## config.mk

```make
export PLATFORM = sky130hd
export DESIGN_NAME = byte_pattern_match_finder
export DESIGN_NICKNAME = d
export VERILOG_FILES = /design/src/rtl/bpmf_pkg.sv /design/src/rtl/bpmf_cfg_regs.sv /design/src/rtl/bpmf_window.sv /design/src/rtl/bpmf_matcher.sv /design/src/rtl/byte_pattern_match_finder.sv
export SDC_FILE = /design/constraint.sdc
export NUM_CORES = 1
export LEC_CHECK = 0
export ABC_AREA = 0
export BUFFER_PORTS_ARGS = -buffer_cell sky130_fd_sc_hd__buf_4
export CORE_ASPECT_RATIO = 1.5
export CORE_MARGIN = 1.5
export CORE_UTILIZATION = 55
export CTS_BUF_LIST = sky130_fd_sc_hd__clkbuf_4 sky130_fd_sc_hd__clkbuf_8 sky130_fd_sc_hd__clkbuf_16
export DETAILED_ROUTE_END_ITERATION = 8
export PLACE_DENSITY = 0.77
export SLEW_MARGIN = 30
export SYNTH_ARGS = -nofsm -noshare
export SYNTH_HDL_FRONTEND = slang
export SYNTH_SLANG_ARGS = --single-unit
```

## constraint.sdc

```tcl
create_clock -name aclk -period 8.3 [get_ports aclk]
set_input_delay 1.245 -clock aclk [delete_from_list [all_inputs] [get_ports aclk]]
set_output_delay 1.245 -clock aclk [all_outputs]
set_load 0.005 [all_outputs]
```

## src/rtl/bpmf_pkg.sv

```systemverilog
// Shared types and constants for the byte pattern match finder.
// No dependencies.
package bpmf_pkg;

    localparam int PATTERN_CAP = 16;
    localparam int LEN_BITS    = 5;
    localparam int APB_DATA_W  = 64;
    localparam int APB_ADDR_W  = 5;
    localparam int REG_IDX_W   = 2;

    localparam logic [REG_IDX_W-1:0] REG_PATTERN_LOW  = 2'd0;
    localparam logic [REG_IDX_W-1:0] REG_PATTERN_HIGH = 2'd1;
    localparam logic [REG_IDX_W-1:0] REG_PATTERN_LEN  = 2'd2;

    typedef struct packed {
        logic [63:0]         pattern_low;
        logic [63:0]         pattern_high;
        logic [LEN_BITS-1:0] pat_len;
    } cfg_t;

    // Pattern byte at index idx; bytes beyond the pattern registers read as zero.
    function automatic logic [7:0] pattern_byte(input cfg_t cfg, input logic [7:0] idx);
        logic [127:0] pat;
        pat = {cfg.pattern_high, cfg.pattern_low};
        if (idx < 8'(PATTERN_CAP)) begin
            return pat[{idx[3:0], 3'b000} +: 8];
        end
        return 8'h00;
    endfunction

endpackage

```

## src/rtl/bpmf_cfg_regs.sv

```systemverilog
// APB configuration registers for the byte pattern match finder.
// Depends on bpmf_pkg.
module bpmf_cfg_regs (
    input  logic                                aclk,
    input  logic                                aresetn,
    input  logic                                psel,
    input  logic                                penable,
    input  logic                                pwrite,
    input  logic [bpmf_pkg::APB_ADDR_W-1:0]     paddr,
    input  logic [bpmf_pkg::APB_DATA_W-1:0]     pwdata,
    output logic [bpmf_pkg::APB_DATA_W-1:0]     prdata,
    output logic                                pready,
    output bpmf_pkg::cfg_t                      cfg
);

    bpmf_pkg::cfg_t                        cfg_reg;
    bpmf_pkg::cfg_t                        cfg_next;
    logic [bpmf_pkg::REG_IDX_W-1:0]        reg_idx;
    logic                                  wr_en;

    assign reg_idx = paddr[bpmf_pkg::APB_ADDR_W-1:3];
    assign wr_en   = psel && penable && pwrite;
    assign pready  = 1'b1;
    assign cfg     = cfg_reg;

    always_comb begin
        cfg_next = cfg_reg;
        if (wr_en) begin
            case (reg_idx)
                bpmf_pkg::REG_PATTERN_LOW:  cfg_next.pattern_low  = pwdata;
                bpmf_pkg::REG_PATTERN_HIGH: cfg_next.pattern_high = pwdata;
                bpmf_pkg::REG_PATTERN_LEN:
                    cfg_next.pat_len = pwdata[bpmf_pkg::LEN_BITS-1:0];
                default: cfg_next = cfg_reg;
            endcase
        end
    end

    always_comb begin
        case (reg_idx)
            bpmf_pkg::REG_PATTERN_LOW:  prdata = cfg_reg.pattern_low;
            bpmf_pkg::REG_PATTERN_HIGH: prdata = cfg_reg.pattern_high;
            bpmf_pkg::REG_PATTERN_LEN:
                prdata = bpmf_pkg::APB_DATA_W'(cfg_reg.pat_len);
            default: prdata = '0;
        endcase
    end

    always_ff @(posedge aclk) begin
        if (!aresetn) begin
            cfg_reg.pattern_low  <= '0;
            cfg_reg.pattern_high <= '0;
            cfg_reg.pat_len      <= bpmf_pkg::LEN_BITS'(1);
        end else begin
            cfg_reg <= cfg_next;
        end
    end

endmodule

```

## src/rtl/bpmf_window.sv

```systemverilog
// Region window state: recent bytes, valid count and saturating region offset.
// Does not depend on bpmf_pkg; all widths are passed in as parameters.
module bpmf_window #(
    parameter int PATTERN_BYTES = 16,
    parameter int OFFSET_BITS   = 32,
    parameter int WIN_BYTES     = 15,
    parameter int LW            = 5
) (
    input  logic                     aclk,
    input  logic                     aresetn,
    input  logic                     update,
    input  logic [7:0]               data_byte,
    input  logic                     last_in_region,
    output logic [WIN_BYTES*8-1:0]   window,
    output logic [LW-1:0]            valid_count,
    output logic [OFFSET_BITS-1:0]   region_offset
);

    logic [WIN_BYTES*8-1:0]  win_reg;
    logic [WIN_BYTES*8-1:0]  win_next;
    logic [LW-1:0]           count_reg;
    logic [LW-1:0]           count_next;
    logic [OFFSET_BITS-1:0]  offset_reg;
    logic [OFFSET_BITS-1:0]  offset_next;
    logic [LW-1:0]           avail;

    assign window        = win_reg;
    assign valid_count   = count_reg;
    assign region_offset = offset_reg;
    assign avail         = count_reg + LW'(1);

    always_comb begin
        win_next    = win_reg;
        count_next  = count_reg;
        offset_next = offset_reg;
        if (update) begin
            if (last_in_region) begin
                win_next    = '0;
                count_next  = '0;
                offset_next = '0;
            end else begin
                win_next[7:0] = data_byte;
                for (int k = 1; k < WIN_BYTES; k++) begin
                    win_next[k*8 +: 8] = win_reg[(k-1)*8 +: 8];
                end
                count_next = (avail > LW'(PATTERN_BYTES - 1)) ? LW'(PATTERN_BYTES - 1) : avail;
                if (offset_reg != {OFFSET_BITS{1'b1}}) begin
                    offset_next = offset_reg + OFFSET_BITS'(1);
                end
            end
        end
    end

    always_ff @(posedge aclk) begin
        if (!aresetn) begin
            win_reg    <= '0;
            count_reg  <= '0;
            offset_reg <= '0;
        end else begin
            win_reg    <= win_next;
            count_reg  <= count_next;
            offset_reg <= offset_next;
        end
    end

endmodule

```

## src/rtl/bpmf_matcher.sv

```systemverilog
// Parallel compare of the current byte and window against the pattern.
// Depends on bpmf_pkg.
module bpmf_matcher #(
    parameter int PATTERN_BYTES = 16,
    parameter int OFFSET_BITS   = 32,
    parameter int WIN_BYTES     = 15,
    parameter int LW            = 5
) (
    input  bpmf_pkg::cfg_t            cfg,
    input  logic [7:0]                data_byte,
    input  logic [WIN_BYTES*8-1:0]    window,
    input  logic [LW-1:0]             valid_count,
    input  logic [OFFSET_BITS-1:0]    region_offset,
    output logic                      hit,
    output logic [31:0]               match_offset
);

    localparam int XW = (OFFSET_BITS > 32) ? OFFSET_BITS : 32;

    logic [7:0]              cand [PATTERN_BYTES];
    logic [PATTERN_BYTES-1:0] lane_ok;
    logic [LW-1:0]           len_raw;
    logic [LW-1:0]           len_eff;
    logic [LW-1:0]           avail;
    logic [XW-1:0]           diff;

    assign len_raw = LW'(cfg.pat_len);
    assign len_eff = (len_raw == '0) ? LW'(1) :
                     (len_raw > LW'(PATTERN_BYTES)) ? LW'(PATTERN_BYTES) : len_raw;
    assign avail   = valid_count + LW'(1);

    always_comb begin
        cand[0] = data_byte;
        for (int j = 1; j < PATTERN_BYTES; j++) begin
            cand[j] = window[(j-1)*8 +: 8];
        end
    end

    // cand[j] is the byte j positions back; it must equal pattern byte len-1-j
    always_comb begin
        logic [LW-1:0] pidx;
        for (int j = 0; j < PATTERN_BYTES; j++) begin
            pidx       = len_eff - LW'(1) - LW'(j);
            lane_ok[j] = (LW'(j) >= len_eff) ||
                         (cand[j] == bpmf_pkg::pattern_byte(cfg, 8'(pidx)));
        end
    end

    assign hit          = (avail >= len_eff) && (&lane_ok);
    assign diff         = XW'(region_offset) - XW'(len_eff - LW'(1));
    assign match_offset = diff[31:0];

endmodule

```

## src/rtl/byte_pattern_match_finder.sv

```systemverilog
// Top level of the byte pattern match finder: input register, window state,
// matcher and result register. Depends on bpmf_pkg, bpmf_cfg_regs,
// bpmf_window and bpmf_matcher.
//
// Usage:
//   Bytes of a region arrive on the s_ channel (s_data_byte, s_last_in_region)
//   with valid/ready. Each transfer whose byte completes the configured pattern
//   produces one transfer on the m_ channel carrying the region offset of the
//   match's first byte; other bytes produce nothing. Overlapping matches are
//   all reported. The window and offset clear after a byte marked last.
//   The pattern and its length are written over the APB port; the user must write them while idle (not enforced).
//   A byte is held in the input register and its result in the result register.
//   Throughput: one byte per cycle while m_ready does not stall the output, set by the
//   combinational window compare between the input register and the result register.
//   Reset (aresetn low, synchronous) empties both registers, clears the
//   window and offset, and loads pattern length 1 with a zero pattern.
//   When m_ready is low with a result pending, the input register still
//   takes one more byte; after that s_ready drops until the result moves.
module byte_pattern_match_finder #(
    parameter int PATTERN_BYTES = 16,
    parameter int OFFSET_BITS   = 32
) (
    input  logic                                aclk,
    input  logic                                aresetn,
    input  logic                                s_valid,
    output logic                                s_ready,
    input  logic [7:0]                          s_data_byte,
    input  logic                                s_last_in_region,
    output logic                                m_valid,
    input  logic                                m_ready,
    output logic [31:0]                         m_match_offset,
    input  logic                                psel,
    input  logic                                penable,
    input  logic                                pwrite,
    input  logic [bpmf_pkg::APB_ADDR_W-1:0]     paddr,
    input  logic [bpmf_pkg::APB_DATA_W-1:0]     pwdata,
    output logic [bpmf_pkg::APB_DATA_W-1:0]     prdata,
    output logic                                pready
);

    localparam int WIN_BYTES = (PATTERN_BYTES > 1) ? PATTERN_BYTES - 1 : 1;
    localparam int LEN_W     = $clog2(PATTERN_BYTES + 1);
    localparam int LW        = (LEN_W > bpmf_pkg::LEN_BITS) ? LEN_W : bpmf_pkg::LEN_BITS;

    bpmf_pkg::cfg_t             cfg;
    logic                       in_valid_reg;
    logic [7:0]                 in_byte_reg;
    logic                       in_last_reg;
    logic                       out_valid_reg;
    logic [31:0]                out_offset_reg;
    logic                       advance;
    logic                       hit;
    logic [31:0]                match_offset;
    logic [WIN_BYTES*8-1:0]     window;
    logic [LW-1:0]              valid_count;
    logic [OFFSET_BITS-1:0]     region_offset;

    assign advance        = in_valid_reg && (!out_valid_reg || m_ready);
    assign s_ready        = !in_valid_reg || advance;
    assign m_valid        = out_valid_reg;
    assign m_match_offset = out_offset_reg;

    bpmf_cfg_regs u_cfg (
        .aclk    (aclk),
        .aresetn (aresetn),
        .psel    (psel),
        .penable (penable),
        .pwrite  (pwrite),
        .paddr   (paddr),
        .pwdata  (pwdata),
        .prdata  (prdata),
        .pready  (pready),
        .cfg     (cfg)
    );

    bpmf_window #(
        .PATTERN_BYTES (PATTERN_BYTES),
        .OFFSET_BITS   (OFFSET_BITS),
        .WIN_BYTES     (WIN_BYTES),
        .LW            (LW)
    ) u_window (
        .aclk           (aclk),
        .aresetn        (aresetn),
        .update         (advance),
        .data_byte      (in_byte_reg),
        .last_in_region (in_last_reg),
        .window         (window),
        .valid_count    (valid_count),
        .region_offset  (region_offset)
    );

    bpmf_matcher #(
        .PATTERN_BYTES (PATTERN_BYTES),
        .OFFSET_BITS   (OFFSET_BITS),
        .WIN_BYTES     (WIN_BYTES),
        .LW            (LW)
    ) u_matcher (
        .cfg           (cfg),
        .data_byte     (in_byte_reg),
        .window        (window),
        .valid_count   (valid_count),
        .region_offset (region_offset),
        .hit           (hit),
        .match_offset  (match_offset)
    );

    always_ff @(posedge aclk) begin
        if (!aresetn) begin
            in_valid_reg <= 1'b0;
        end else if (s_ready) begin
            in_valid_reg <= s_valid;
        end
    end

    always_ff @(posedge aclk) begin
        if (s_ready && s_valid) begin
            in_byte_reg <= s_data_byte;
            in_last_reg <= s_last_in_region;
        end
    end

    always_ff @(posedge aclk) begin
        if (!aresetn) begin
            out_valid_reg <= 1'b0;
        end else if (advance) begin
            out_valid_reg <= hit;
        end else if (m_ready) begin
            out_valid_reg <= 1'b0;
        end
    end

    always_ff @(posedge aclk) begin
        if (advance && hit) begin
            out_offset_reg <= match_offset;
        end
    end

endmodule
```

# After elaboration in Yosys (flattened, before gate mapping)
# Cells that the tools add are included.
[word_totals] regBits=333 inputBits=85
[op_classes] addsub=20 magnitude_cmp=35 eq_ne=19 shifts=16 n_mux=58 n_reduce_logical=35
[op_table] op="$shiftx A128 B8 Y8" count=16
[op_table] op="$mux W8" count=32
[op_table] op="$pmux W64 S3" count=1
[op_table] op="$eq A8 B8 Y1" count=16
[op_table] op="$mux W120" count=1
[op_table] op="$lt A5 B5 Y1 const B" count=16
[op_table] op="$mux W32" count=2
[op_table] op="$ge A4 B5 Y1 const A" count=8
[op_table] op="$sub A5 B4 Y5 const B" count=8
[op_table] op="$add A32 B1 Y32 const B" count=1
[op_table] op="$ne A32 B32 Y1 const B" count=1
[op_table] op="$sub A32 B32 Y32" count=1
[op_table] op="$ge A3 B5 Y1 const A" count=4
[op_table] op="$mux W5" count=4
[op_table] op="$sub A5 B3 Y5 const B" count=4
[op_table] op="$logic_or A1 B1 Y1" count=18
[op_table] op="$mux W1" count=18
[op_table] op="$reduce_and A16 Y1" count=1
[op_table] op="$ge A1 B5 Y1 const A" count=2
[op_table] op="$ge A2 B5 Y1 const A" count=2
[op_table] op="$sub A5 B1 Y5 const B" count=2
[op_table] op="$sub A5 B2 Y5 const B" count=2
[op_table] op="$reduce_and A2 Y1" count=4
[op_table] op="$logic_and A1 B1 Y1" count=6
[op_table] op="other kinds (11)" count=13

# Logic depth before layout (Yosys ltp)
# Gate-level depths: netlist of run 1.
[logic_depth] ltp_word=13 depth_mapped=28 ltp_nobuf=18

# Hierarchy
# A second synthesis of run 1 with hierarchy kept.
[unflattened] hier_cells=2421 area_unflattened_um2=24222.0
[by_module_without_submodules] mod="bpmf_matcher" n_inst=1 cells_per_inst=1213 area_per_inst_um2=11313.4
[by_module_without_submodules] mod="bpmf_cfg_regs" n_inst=1 cells_per_inst=655 area_per_inst_um2=6059.6
[by_module_without_submodules] mod="bpmf_window" n_inst=1 cells_per_inst=499 area_per_inst_um2=5505.3
[by_module_without_submodules] mod="byte_pattern_match_finder" n_inst=1 cells_per_inst=54 area_per_inst_um2=1343.8

# Worst setup path after synthesis of run 1
# OpenSTA, ideal clock, no wires.
[synth_timing] kind="register -> register" from="register u_cfg.cfg_reg, in the netlist u_cfg.cfg[1]" to="register out_offset_reg[0] (netlist: m_match_offset[0]), enable pin" setup_time_ns=0.443 t_arrival_ns=7.969 path_slack_ns=-0.112 path_stages_with_launch=27 n_path_buf=10 period_less_slack_ns=8.412 cell_sequence="dfxtp_1 buf_6 or4_4 buf_6 nand2_8 inv_8 buf_4 buf_2 buf_2 ha_1 clkbuf_1 xnor2_1 inv_1 buf_2 buf_1 buf_1 ha_1 and3_1 clkbuf_1 nor2_1 xnor2_2 mux4_2 xnor2_1 nand4_1 a32oi_1 a31oi_1 nor4_2"
[synth_between] elab_chain_len=13
[synth_rtl] element="start: declaration" line_no="bpmf_cfg_regs.sv:16" source="bpmf_pkg::cfg_t cfg_reg;"
[synth_rtl] element="start signal: assignment" line_no="bpmf_cfg_regs.sv:55" source="cfg_reg <= cfg_next;"
[synth_rtl] element="$gt A5 B5 Y1" line_no="bpmf_matcher.sv:29" source="(len_raw > LW'(PATTERN_BYTES)) ? LW'(PATTERN_BYTES) : len_raw;"
[synth_rtl] element="$mux W5" line_no="bpmf_matcher.sv:29"
[synth_rtl] element="$mux W5 *" line_no="bpmf_matcher.sv:28" source="assign len_eff = (len_raw == '0) ? LW'(1) :"
[synth_rtl] element="$sub A5 B1 Y5" line_no="bpmf_matcher.sv:43" source="pidx = len_eff - LW'(1) - LW'(j);"
[synth_rtl] element="$sub A5 B1 Y5, or another cell as far along" line_no="bpmf_matcher.sv:43"
[synth_rtl] element="$shiftx A128 B8 Y8 or $lt A5 B5 Y1 (tied branches)" line_no="bpmf_pkg.sv:26, bpmf_pkg.sv:25"
[synth_rtl] element="$mux W8 or $mux W1 (tied branches)" line_no="bpmf_pkg.sv:25" source="if (idx < 8'(PATTERN_CAP)) begin"
[synth_rtl] element="$mux W8" line_no="bpmf_pkg.sv:28" source="return 8'h00;"
[synth_rtl] element="$eq A8 B8 Y1" line_no="bpmf_matcher.sv:45" source="(cand[j] == bpmf_pkg::pattern_byte(cfg, 8'(pidx)));"
[synth_rtl] element="$logic_or A1 B1 Y1" line_no="bpmf_matcher.sv:44" source="lane_ok[j] = (LW'(j) >= len_eff) ||"
[synth_rtl] element="$reduce_and A16 Y1" line_no="bpmf_matcher.sv:49" source="assign hit = (avail >= len_eff) && (&lane_ok);"
[synth_rtl] element="$logic_and A1 B1 Y1 *" line_no="bpmf_matcher.sv:49"
[synth_rtl] element="$logic_and A1 B1 Y1 *" line_no="byte_pattern_match_finder.sv:133" source="if (advance && hit) begin"
[synth_rtl] element="end signal: assignment" line_no="byte_pattern_match_finder.sv:134" source="out_offset_reg <= match_offset;"
[synth_rtl] element="end: declaration" line_no="byte_pattern_match_finder.sv:50" source="logic [31:0] out_offset_reg;"
# Every way passes the cells marked *; elsewhere a longest branch is shown, timed or not. The select of a mux whose other input is x is not followed.
# A chain may end at the register's enable or synchronous reset.

# Final worst setup path of run 1
[layout_timing] from="register u_cfg.cfg_reg, in the netlist u_cfg.cfg[1]" to="register out_offset_reg[9] (netlist: m_match_offset[9]), enable pin"
# Same word-level chain as after synthesis.

==> reports/metrics.yaml, run 1 <==
tritoncts: "yes"
max_freq_ghz: 0.152
crit_buf_inv: 6
final_hold_viol_count: 0
worst_path_largest_cell_delay_ns: 0.70
nets: 3050
endpoint_kind: "register"
synth_top_family_by_area: "multiplexers"
slew_viol_final: 0
hpwl_um: 74500
post-place-ws_ns: 1.74
vdd_drop_max_mv: 0.174
grt_antenna_before_repair: 2
synth_top_cell_area_share_pct: 22.8
wl_per_cell_um: 27.2
start_kind: "register"
post_cts_buffers: 0
ios: 184
yosysTopAreaCell: "dfxtp_1"
grt_max_degree: 223
die-height_um: 267
htreeDepth: 2
synth_seq_area_share_pct: 27.7
synthFlopType: "dfxtp_1"
critical_path_arrival_ns: 6.81
report.power.total_w: 0.00370
synth.area.top_cells: "dfxtp_1, mux4_2, nand2_1, mux2i_1, edfxtp_1"
largest_reg_flops: 133
cts_buffer_depth: 3
fin_tns_setup_ns: 0
cap_violations: 0
status: "completed"
cts.clk_slew.worst_paths_ns: 0.06
numCtsBuffers: 34
gr-usage-all-layers_pct: 40.1
synth-xor-area-share_pct: 5.19
insertion_delay_ns: 0.56
synth_nets: 2986
grt_pass1_wl_um: 141000
cp_max_fo: 42
grt_pass1_vias: 22500
maxSlewHeadroom_pct: 34.3
cts_resized: 0
synth_edf_count: 41
fp.dieW_um: 179
period_share_pct: 79.2
instances_no_fill: 3521
syn_area_sq_um: 25600
synth_compound_area_share_pct: 15.8
routed_via_density: 6.67
crit_chain: "buf_4, or4_4, nand2_8, inv_8, ha_1, buf_4, xnor2_2, inv_1, buf_4, a31oi_1, o22ai_2, nor2_1, xnor2_2, mux4_2, xnor2_1, nand4_1, a32oi_1, a31oi_1, nor4_4, buf_12"
cp_slowest_cell: "mux4_2"
die_area_sq_um: 47900
crit_top_cell: "buf_4"
syn_avg_cell_area_sq_um: 9.00
yosys.area_share.simple_pct: 22.0
clock_tree.root_cell: "clkbuf_16"
drt_wl_total_um: 95800
path_delay_family: "simple AND/OR/NAND/NOR gates"
yosys_warnings: 0
drtPass1Iterations: 6
synth.mux.area_fraction_pct: 22.3
portBuffers: 179
layout_setup_ws_ns: 1.73
synthAdderAreaFrac_pct: 2.93
grt_overflow: 0
rsz0062_at_grt: "false"
cp_data_required_time_ns: 8.53
syn2layout_area_growth_pct: 11.0
p_leak_nw: 9.96
multiInputGateArea_sq_um: 17500
drt_iter0_markers: 2017
seqCellArea_sq_um: 7080
num_vias: 23500
fillers: 3847
ctsHoldBuffers: 0
fin_worst_skew_ns: 0.0229
tightest_slew_ns: 0.986
ant_nets: 0
power_density_nw_per_um2: 130
worstSetupPathType: "register to register"
synth_async_sr_flop_share_pct: 0
num_rows: 96
place.gp.congestion: 1.07
core_sq_um: 45900
synth_cell_types: 94
period_needed_ns: 6.57
route.detailed.drc: 0
setup_viol: 0
start_util_pct: 55.8
drive_gt1_share_pct: 17.6
dp_cells: 3460
clkSinkCount: 333
hold_path.class: "register to register"
syn_inst: 2844
yosys_register_bits: 333
whs_ns: 0.518
[metrics by stage]
step	cell area [sq um]	utilization [%]
after floorplan	25600	-
after global placement	27200	59.3
after detailed placement	27200	59.3
after CTS	28400	61.8
after global routing	28400	61.9
final	28400	61.9
[worst paths after layout]
path                                                               from  depth (start not counted)  slack, ns                                 endpoint
worst max-delay path                          u_cfg.cfg[1]$_SDFFE_PN0P_                         20       1.73              m_match_offset[9]$_DFFE_PP_
worst min-delay path            u_window.region_offset[26]$_SDFFE_PN0P_                          2       0.52  u_window.region_offset[26]$_SDFFE_PN0P_
worst max register to register                u_cfg.cfg[1]$_SDFFE_PN0P_                         20       1.73              m_match_offset[9]$_DFFE_PP_
worst min register to register  u_window.region_offset[26]$_SDFFE_PN0P_                          2       0.52  u_window.region_offset[26]$_SDFFE_PN0P_
[logic make-up (layout without fill, tap and decap cells)]
| family | after synthesis | in the layout |
|---|---|---|
| compound gates | 623 | 623 |
| fa+ha+maj | 60 | 60 |
| flops | 333 | 333 |
| other cells | 1 | 2 |
| mux | 328 | 328 |
| buf+inv | 239 | 327 |
| simple gates | 1110 | 1110 |
| xor+xnor | 150 | 150 |
[cells in the final DEF, fill, tap and decap left out, types with 8 or more instances in the layout]
| cell | n |
|---|---|
| nand2_1 | 354 |
| dfxtp_1 | 292 |
| nor2_1 | 231 |
| buf_4 | 226 |
| mux4_2 | 180 |
| a21oi_1 | 170 |
| nor2b_1 | 149 |
| a21boi_0 | 132 |
| mux2i_1 | 131 |
| nor3b_1 | 118 |
| nand3_1 | 98 |
| xnor2_1 | 97 |
| o21ai_0 | 95 |
| ha_1 | 56 |
| o22ai_1 | 47 |
| xor2_1 | 47 |
| edfxtp_1 | 41 |
| nand4_1 | 37 |
| clkbuf_16 | 35 |
| inv_1 | 32 |
| a22oi_1 | 27 |
| o211ai_1 | 26 |
| nand3b_1 | 17 |
| nor3_1 | 14 |
| and3_1 | 13 |
| nand2b_1 | 12 |
| o21a_1 | 12 |
| a31oi_1 | 10 |
| mux4_1 | 10 |
| or3_1 | 10 |
| and2_1 | 9 |
| o22a_1 | 9 |
| nor4bb_1 | 8 |
| a22o_1 | 8 |
| a21o_1 | 8 |
[tightest hold or removal path, stage by stage (launching register included)]
cell     delay (ns)
dfxtp_1        0.33
o21ai_0        0.08
a21oi_1        0.06
[area by class of cell]
type                            instances  area share [%]
Multi-Input combinational cell       2272            61.8
Sequential cell                       333            24.9
Timing Repair Buffer                  229            6.16
Clock buffer                           47            3.53
Tap cell                              588            2.59
Inverter                               38           0.529
Clock inverter                         13           0.445
Antenna cell                            1         0.00881
[per-layer routing]
metal  vias up  track usage (%)  share of wire, %
met5         -                0                 0
met4         0             31.9               9.5
met3       274             6.40               6.6
met2      1053             67.3                48
met1     11600             44.7                36
li1      10600                -                 -
[synth_stat cells (8+ instances only)]
cell type  instances
a21boi_0         132
a21o_1             8
a21oi_1          170
a22o_1             8
a22oi_1           27
a31oi_1           10
and2_1            10
and3_1            13
buf_1             20
buf_2             10
clkbuf_1         156
dfxtp_1          292
edfxtp_1          41
ha_1              56
inv_1             32
mux2i_1          131
mux4_1            10
mux4_2           180
nand2_1          356
nand2b_1          13
nand3_1           98
nand3b_1          17
nand4_1           37
nor2_1           231
nor2b_1          149
nor3_1            15
nor3b_1          121
nor4bb_1           8
o211ai_1          26
o21a_1            12
o21ai_0           96
o22a_1             9
o22ai_1           47
or3_1             11
xnor2_1          101
xor2_1            47
[report_power, final]
| group | internal [W] | switching, W |
|---|---|---|
| registers | 0.00165 | 0.0000217 |
| logic | 0.000184 | 0.000272 |
| clock network | 0.000887 | 0.000686 |
No activity file was read; power rests on OpenSTA's default activity.
==> inputs of run 2 (changes only) <==
- PLACE_DENSITY: 0.77 -> 0.74
- clock period: 8.3 -> 6.55 ns (I/O delays scaled with it)
==> reports/metrics.yaml, run 2 (same netlist as run 1, synthesis figures left out) <==
status: "completed"
drive_gt1_share_pct: 17.9  # +0.30 points
endpoint_kind: "register"
routed_via_density: 6.69  # +0.31%
insertion_delay_ns: 0.54  # -0.02 ns
final_hold_viol_count: 0  # unchanged
setup_viol: 0  # unchanged
crit_top_cell: "nand4_1"
wl_met1_um: 32800  # -3.6%
wl_per_cell_um: 26.9  # -1.2%
fillers: 3928  # +2.1%
largest_reg_flops: 133  # unchanged
layout_common_cells: "nand2_1, dfxtp_1, nor2_1, buf_4, mux4_2"
placed_area_sq_um: 27400  # +0.67%
hpwl_um: 72400  # -2.8%
core_sq_um: 45900  # unchanged
p_sw_w: 0.00127  # +29%
htreeDepth: 2  # unchanged
ios: 184  # unchanged
p_leak_nw: 10.0  # +0.65%
fin_util_pct: 62.4  # +0.49 points
final_common_cell: "nand2_1"
stdcell_area_sq_um: 28600  # +0.78%
grt_antenna_before_repair: 1  # -1
grt_overflow: 0  # unchanged
gr-usage-all-layers_pct: 39.5  # -0.58 points
clock_tree.root_cell: "clkbuf_16"
maxSlewHeadroom_pct: 32.6  # -1.7 points
path_delay_family: "simple AND/OR/NAND/NOR gates"
num_rows: 96  # unchanged
grt_pass1_vias: 22500  # -0.37%
power_density_nw_per_um2: 167  # +28%
worst_path_largest_cell_delay_ns: 0.67  # -0.03 ns
cts_buffer_depth: 3  # unchanged
max_freq_ghz: 0.161  # +6.0%
seqCellArea_sq_um: 7080  # unchanged
crit_chain: "or4_4, nand2_8, inv_8, ha_1, buf_4, or2_2, o21ai_1, nand4_1, a21oi_1, o21ai_0, nand3_1, and2_1, xor2_1, o311ai_0, nand4_1, o2bb2ai_1, nor4_4, buf_12"
rsz0062_at_grt: "false"
numCtsBuffers: 36  # +5.9%
syn2layout_area_growth_pct: 11.8
die_area_sq_um: 47900  # unchanged
cp_max_fo: 33  # -21%
portBuffers: 179  # unchanged
crit_start: "u_cfg.cfg[4]$_SDFFE_PN0P_"
cts.clk_slew.worst_paths_ns: 0.06  # about the same
place.gp.congestion: 1.06  # -0.67%
r2r_slack_ns: 0.35  # -1.38 ns
drtPass1Iterations: 6  # unchanged
drt_wl_total_um: 94900  # -0.89%
pwr-share-seq_pct: 44.7  # -0.5 points
multiInputGateArea_sq_um: 17600  # +0.18%
p_clk_share_pct: 43.3  # +0.8 points
fp.dieW_um: 179  # unchanged
grt_pass1_wl_um: 140000  # -1.1%
r2r-end: "m_match_offset[5]$_DFFE_PP_"
start_kind: "register"
combPwrFrac_pct: 12.0  # -0.3 points
clkSinkCount: 333  # unchanged
cp_data_required_time_ns: 6.77  # -1.76 ns
hold_depth: 2  # unchanged
hold_path.class: "register to register"
whs_endpoint: "u_window.region_offset[26]$_SDFFE_PN0P_"
nets: 3060  # +0.33%
tritoncts: "yes"
vdd_drop_max_mv: 0.216  # +24%
die-height_um: 267  # unchanged
r2r_cells: 18  # -10%
swShare_pct: 26.5  # about the same
ctsHoldBuffers: 0  # unchanged
cp.depth: 18  # -10%
worst_r2r_startpoint: "u_cfg.cfg[4]$_SDFFE_PN0P_"
crit_buf_inv: 3  # -3
start_util_pct: 55.8  # unchanged
period_share_pct: 94.6  # +15 points
slew_viol_final: 0  # unchanged
fin_worst_skew_ns: 0.0178  # -0.00505 ns
met2WireLength_um: 45600  # -1.6%
fin_tns_setup_ns: 0  # unchanged
worstSetupPathType: "register to register"
top_layer_used: "met4"
cap_violations: 0  # unchanged
internal_power_w: 0.00352  # +29%
critical_path_arrival_ns: 6.42  # -0.39 ns
drt_iter0_markers: 2252  # +12%
tightest_slew_ns: 1.01  # +0.0253 ns
cp_slowest_cell: "or4_4"
num_vias: 23700  # +0.65%
grt_max_degree: 150  # -33%
met3_length_um: 7030  # +12%
period_needed_ns: 6.20  # -0.373 ns
post_cts_buffers: 0  # unchanged
cts_resized: 0  # unchanged
route.detailed.drc: 0  # unchanged
hold_start: "u_window.region_offset[26]$_SDFFE_PN0P_"
ant_nets: 0  # unchanged
run 2: worst max-delay path by stage:
stage / endpoint / slack [ns]
after floorplan: m_match_offset[0]$_DFFE_PP_ / 0.005
after global placement: m_match_offset[7]$_DFFE_PP_ / 0.63
after detailed placement: m_match_offset[4]$_DFFE_PP_ / 0.57
after CTS: m_match_offset[9]$_DFFE_PP_ / 0.53
after global routing: m_match_offset[8]$_DFFE_PP_ / 0.07
final: m_match_offset[5]$_DFFE_PP_ / 0.35
run 2: tightest hold or removal path: stages (launching register included):
cell and delay, ns:
dfxtp_1 0.33, o21ai_0 0.07, a21oi_1 0.06
run 2: routing by layer:
metal  global-route usage [%]  vias up
li1                         -    10600
met1                     43.0    11500
met2                     66.7     1144
met3                     6.89      343
met4                     32.2        0
met5                        0        -
run 2: through the flow:
step           hold WS (ns)  worst slack, ns  power [W]  std cells
6_report              0.510            0.351    0.00478       3533
5_1_grt               0.534           0.0689    0.00491       3532
4_1_cts               0.506            0.530    0.00478       3532
3_5_place_dp          0.496            0.574    0.00274       3468
3_3_place_gp          0.488            0.633    0.00272       3468
2_1_floorplan         0.471          0.00520    0.00255       2844
run 2: final cells by class:
cell class,count,area share (%)
Multi-Input combinational cell,2272,61.4
Inverter,38,0.525
Antenna cell,1,0.00875
Tap cell,588,2.57
Clock buffer,49,3.68
Sequential cell,333,24.7
Timing Repair Buffer,237,6.56
Clock inverter,15,0.481
run 2: power groups by stage:
stage | clock [W] | combinational (W) | sequential (W)
after floorplan | 0 | 0.000394 | 0.00216
final | 0.00207 | 0.000575 | 0.00214
after detailed placement | 0 | 0.000561 | 0.00218
after global placement | 0 | 0.000547 | 0.00218
after global routing | 0.00216 | 0.000612 | 0.00214
after CTS | 0.00208 | 0.000563 | 0.00213
==> inputs of run 3 (changes only) <==
- PLACE_DENSITY: 0.74 -> 0.77
==> reports/metrics.yaml, run 3 (same netlist as run 1, synthesis figures left out) <==
max_freq_ghz: 0.160  # -0.82%
p_leak_nw: 9.99  # -0.38%
start_kind: "register"
fin_tns_setup_ns: 0  # unchanged
drive_gt1_share_pct: 17.6  # -0.27 points
syn2layout_area_growth_pct: 11.5
num_vias: 23800  # +0.47%
nets: 3056  # -0.13%
drt_iter0_markers: 2390  # +6.1%
whs_ns: 0.522  # +0.0122 ns
grt_pass1_wl_um: 140000  # about the same
start_util_pct: 55.8  # unchanged
numCtsBuffers: 34  # -5.6%
period_share_pct: 95.4  # +0.78 points
grt_pass1_vias: 22900  # +1.8%
status: "completed"
final_hold_viol_count: 0  # unchanged
cap_violations: 0  # unchanged
tightest_slew_ns: 1.03  # +0.0177 ns
gr-usage-all-layers_pct: 39.2  # -0.33 points
ctsHoldBuffers: 0  # unchanged
cp_max_fo: 33  # unchanged
setup_viol: 0  # unchanged
num_rows: 96  # unchanged
worstSetupPathType: "register to register"
largest_reg_flops: 133  # unchanged
endpoint_kind: "register"
post_cts_buffers: 0  # unchanged
fin_util_pct: 62.2  # -0.19 points
vdd_drop_max_mv: 0.198  # -8.3%
routed_via_density: 6.74  # +0.66%
fp.dieW_um: 179  # unchanged
clkSinkCount: 333  # unchanged
drtPass1Iterations: 6  # unchanged
die-height_um: 267  # unchanged
ant_nets: 0  # unchanged
fillers: 3867  # -1.6%
place.gp.congestion: 1.09  # +2.3%
tritoncts: "yes"
cts.clk_slew.worst_paths_ns: 0.07  # about the same
route.detailed.drc: 0  # unchanged
hold_path.class: "register to register"
critical_path_arrival_ns: 6.48  # +0.06 ns
htreeDepth: 2  # unchanged
fin_worst_skew_ns: 0.0208  # +0.00297 ns
grt_max_degree: 210  # +40%
period_needed_ns: 6.25  # +0.0513 ns
layout_common_cells: "nand2_1, dfxtp_1, nor2_1, buf_4, mux4_2"
core_sq_um: 45900  # unchanged
hpwl_um: 70800  # -2.2%
crit_top_cell: "buf_4"
insertedDiodeCount: 0  # -1
crit_chain: "nand2b_1, buf_4, clkinv_1, o21ai_1, buf_4, o221ai_1, o21ai_2, nand2_1, mux4_2, xor2_1, o22ai_1, a22oi_1, a21oi_1, a41oi_1, nor4_4, buf_12"
grt_overflow: 0  # unchanged
maxSlewHeadroom_pct: 30.9  # -1.7 points
rsz0062_at_grt: "false"
slew_viol_final: 0  # unchanged
portBuffers: 179  # unchanged
die_area_sq_um: 47900  # unchanged
cp_slowest_cell: "o21ai_1"
drt_wl_total_um: 93300  # -1.7%
grt_antenna_before_repair: 0  # -1
final_common_cell: "nand2_1"
cp_data_required_time_ns: 6.78  # about the same
insertion_delay_ns: 0.55  # about the same
wl_per_cell_um: 26.5  # -1.5%
worst_path_largest_cell_delay_ns: 0.84  # +0.17 ns
cts_buffer_depth: 3  # unchanged
clock_tree.root_cell: "clkbuf_16"
ios: 184  # unchanged
power_density_nw_per_um2: 164  # -1.8%
[run 3: critical path: cells and delay by family, from the launching register on]
kind | cells | cell delay (ns)
AO/OA/AOI/OAI | 7 | 2.22
XOR/XNOR | 1 | 0.16
buffers and inverters | 4 | 1.52
flip-flops | 1 | 0.51
multiplexers | 1 | 0.43
AND/OR/NAND/NOR | 3 | 1.04
[run 3: power breakdown]
part           internal, W  switching [W]
sequential         0.00210      0.0000346
clock              0.00111       0.000854
combinational     0.000238       0.000342
[run 3: what timing repair did]
item / 4_1_cts / 5_1_grt
endpoints found under the hold margin: 0 / 0
endpoints found under the setup margin: 0 / 32
resized for setup: 0 / 1
[run 3: path summary, 6_finish.rpt]
path | start | endpoint | slack, ns | cells after the start
worst max register to register | u_cfg.cfg[4]$_SDFFE_PN0P_ | m_match_offset[7]$_DFFE_PP_ | 0.30 | 16
worst min register to register | u_window.valid_count[4]$_SDFFE_PN0P_ | u_window.valid_count[4]$_SDFFE_PN0P_ | 0.52 | 1
worst max-delay path | u_cfg.cfg[4]$_SDFFE_PN0P_ | m_match_offset[7]$_DFFE_PP_ | 0.30 | 16
worst min-delay path | u_window.valid_count[4]$_SDFFE_PN0P_ | u_window.valid_count[4]$_SDFFE_PN0P_ | 0.52 | 1
[run 3: metal layers]
metal / up-vias / share of wire, % / global-route usage (%)
met5: - / 0 / 0
met4: 0 / 12 / 35.8
met3: 378 / 8.3 / 7.17
met2: 1279 / 46 / 63.1
met1: 11500 / 34 / 43.6
li1: 10600 / - / -
[run 3: metrics by stage]
step	total power, W	setup slack [ns]	instance area (sq um)	cells
3_3_place_gp	0.00271	0.635	27400	3465
3_5_place_dp	0.00273	0.523	27400	3465
2_1_floorplan	0.00255	0.00520	25700	2844
5_1_grt	0.00480	0.113	28500	3526
6_report	0.00468	0.299	28500	3526
4_1_cts	0.00467	0.518	28500	3525
[run 3: layout make-up]
class | instances | area, sq um | area share [%]
well taps | 588 | 736 | 2.58
clock inverters | 11 | 57.6 | 0.202
inverters | 38 | 150 | 0.526
multi-input cells | 2272 | 17600 | 61.7
flip-flops and latches | 333 | 7080 | 24.8
repair buffers | 235 | 1860 | 6.53
clock buffers | 49 | 1050 | 3.67
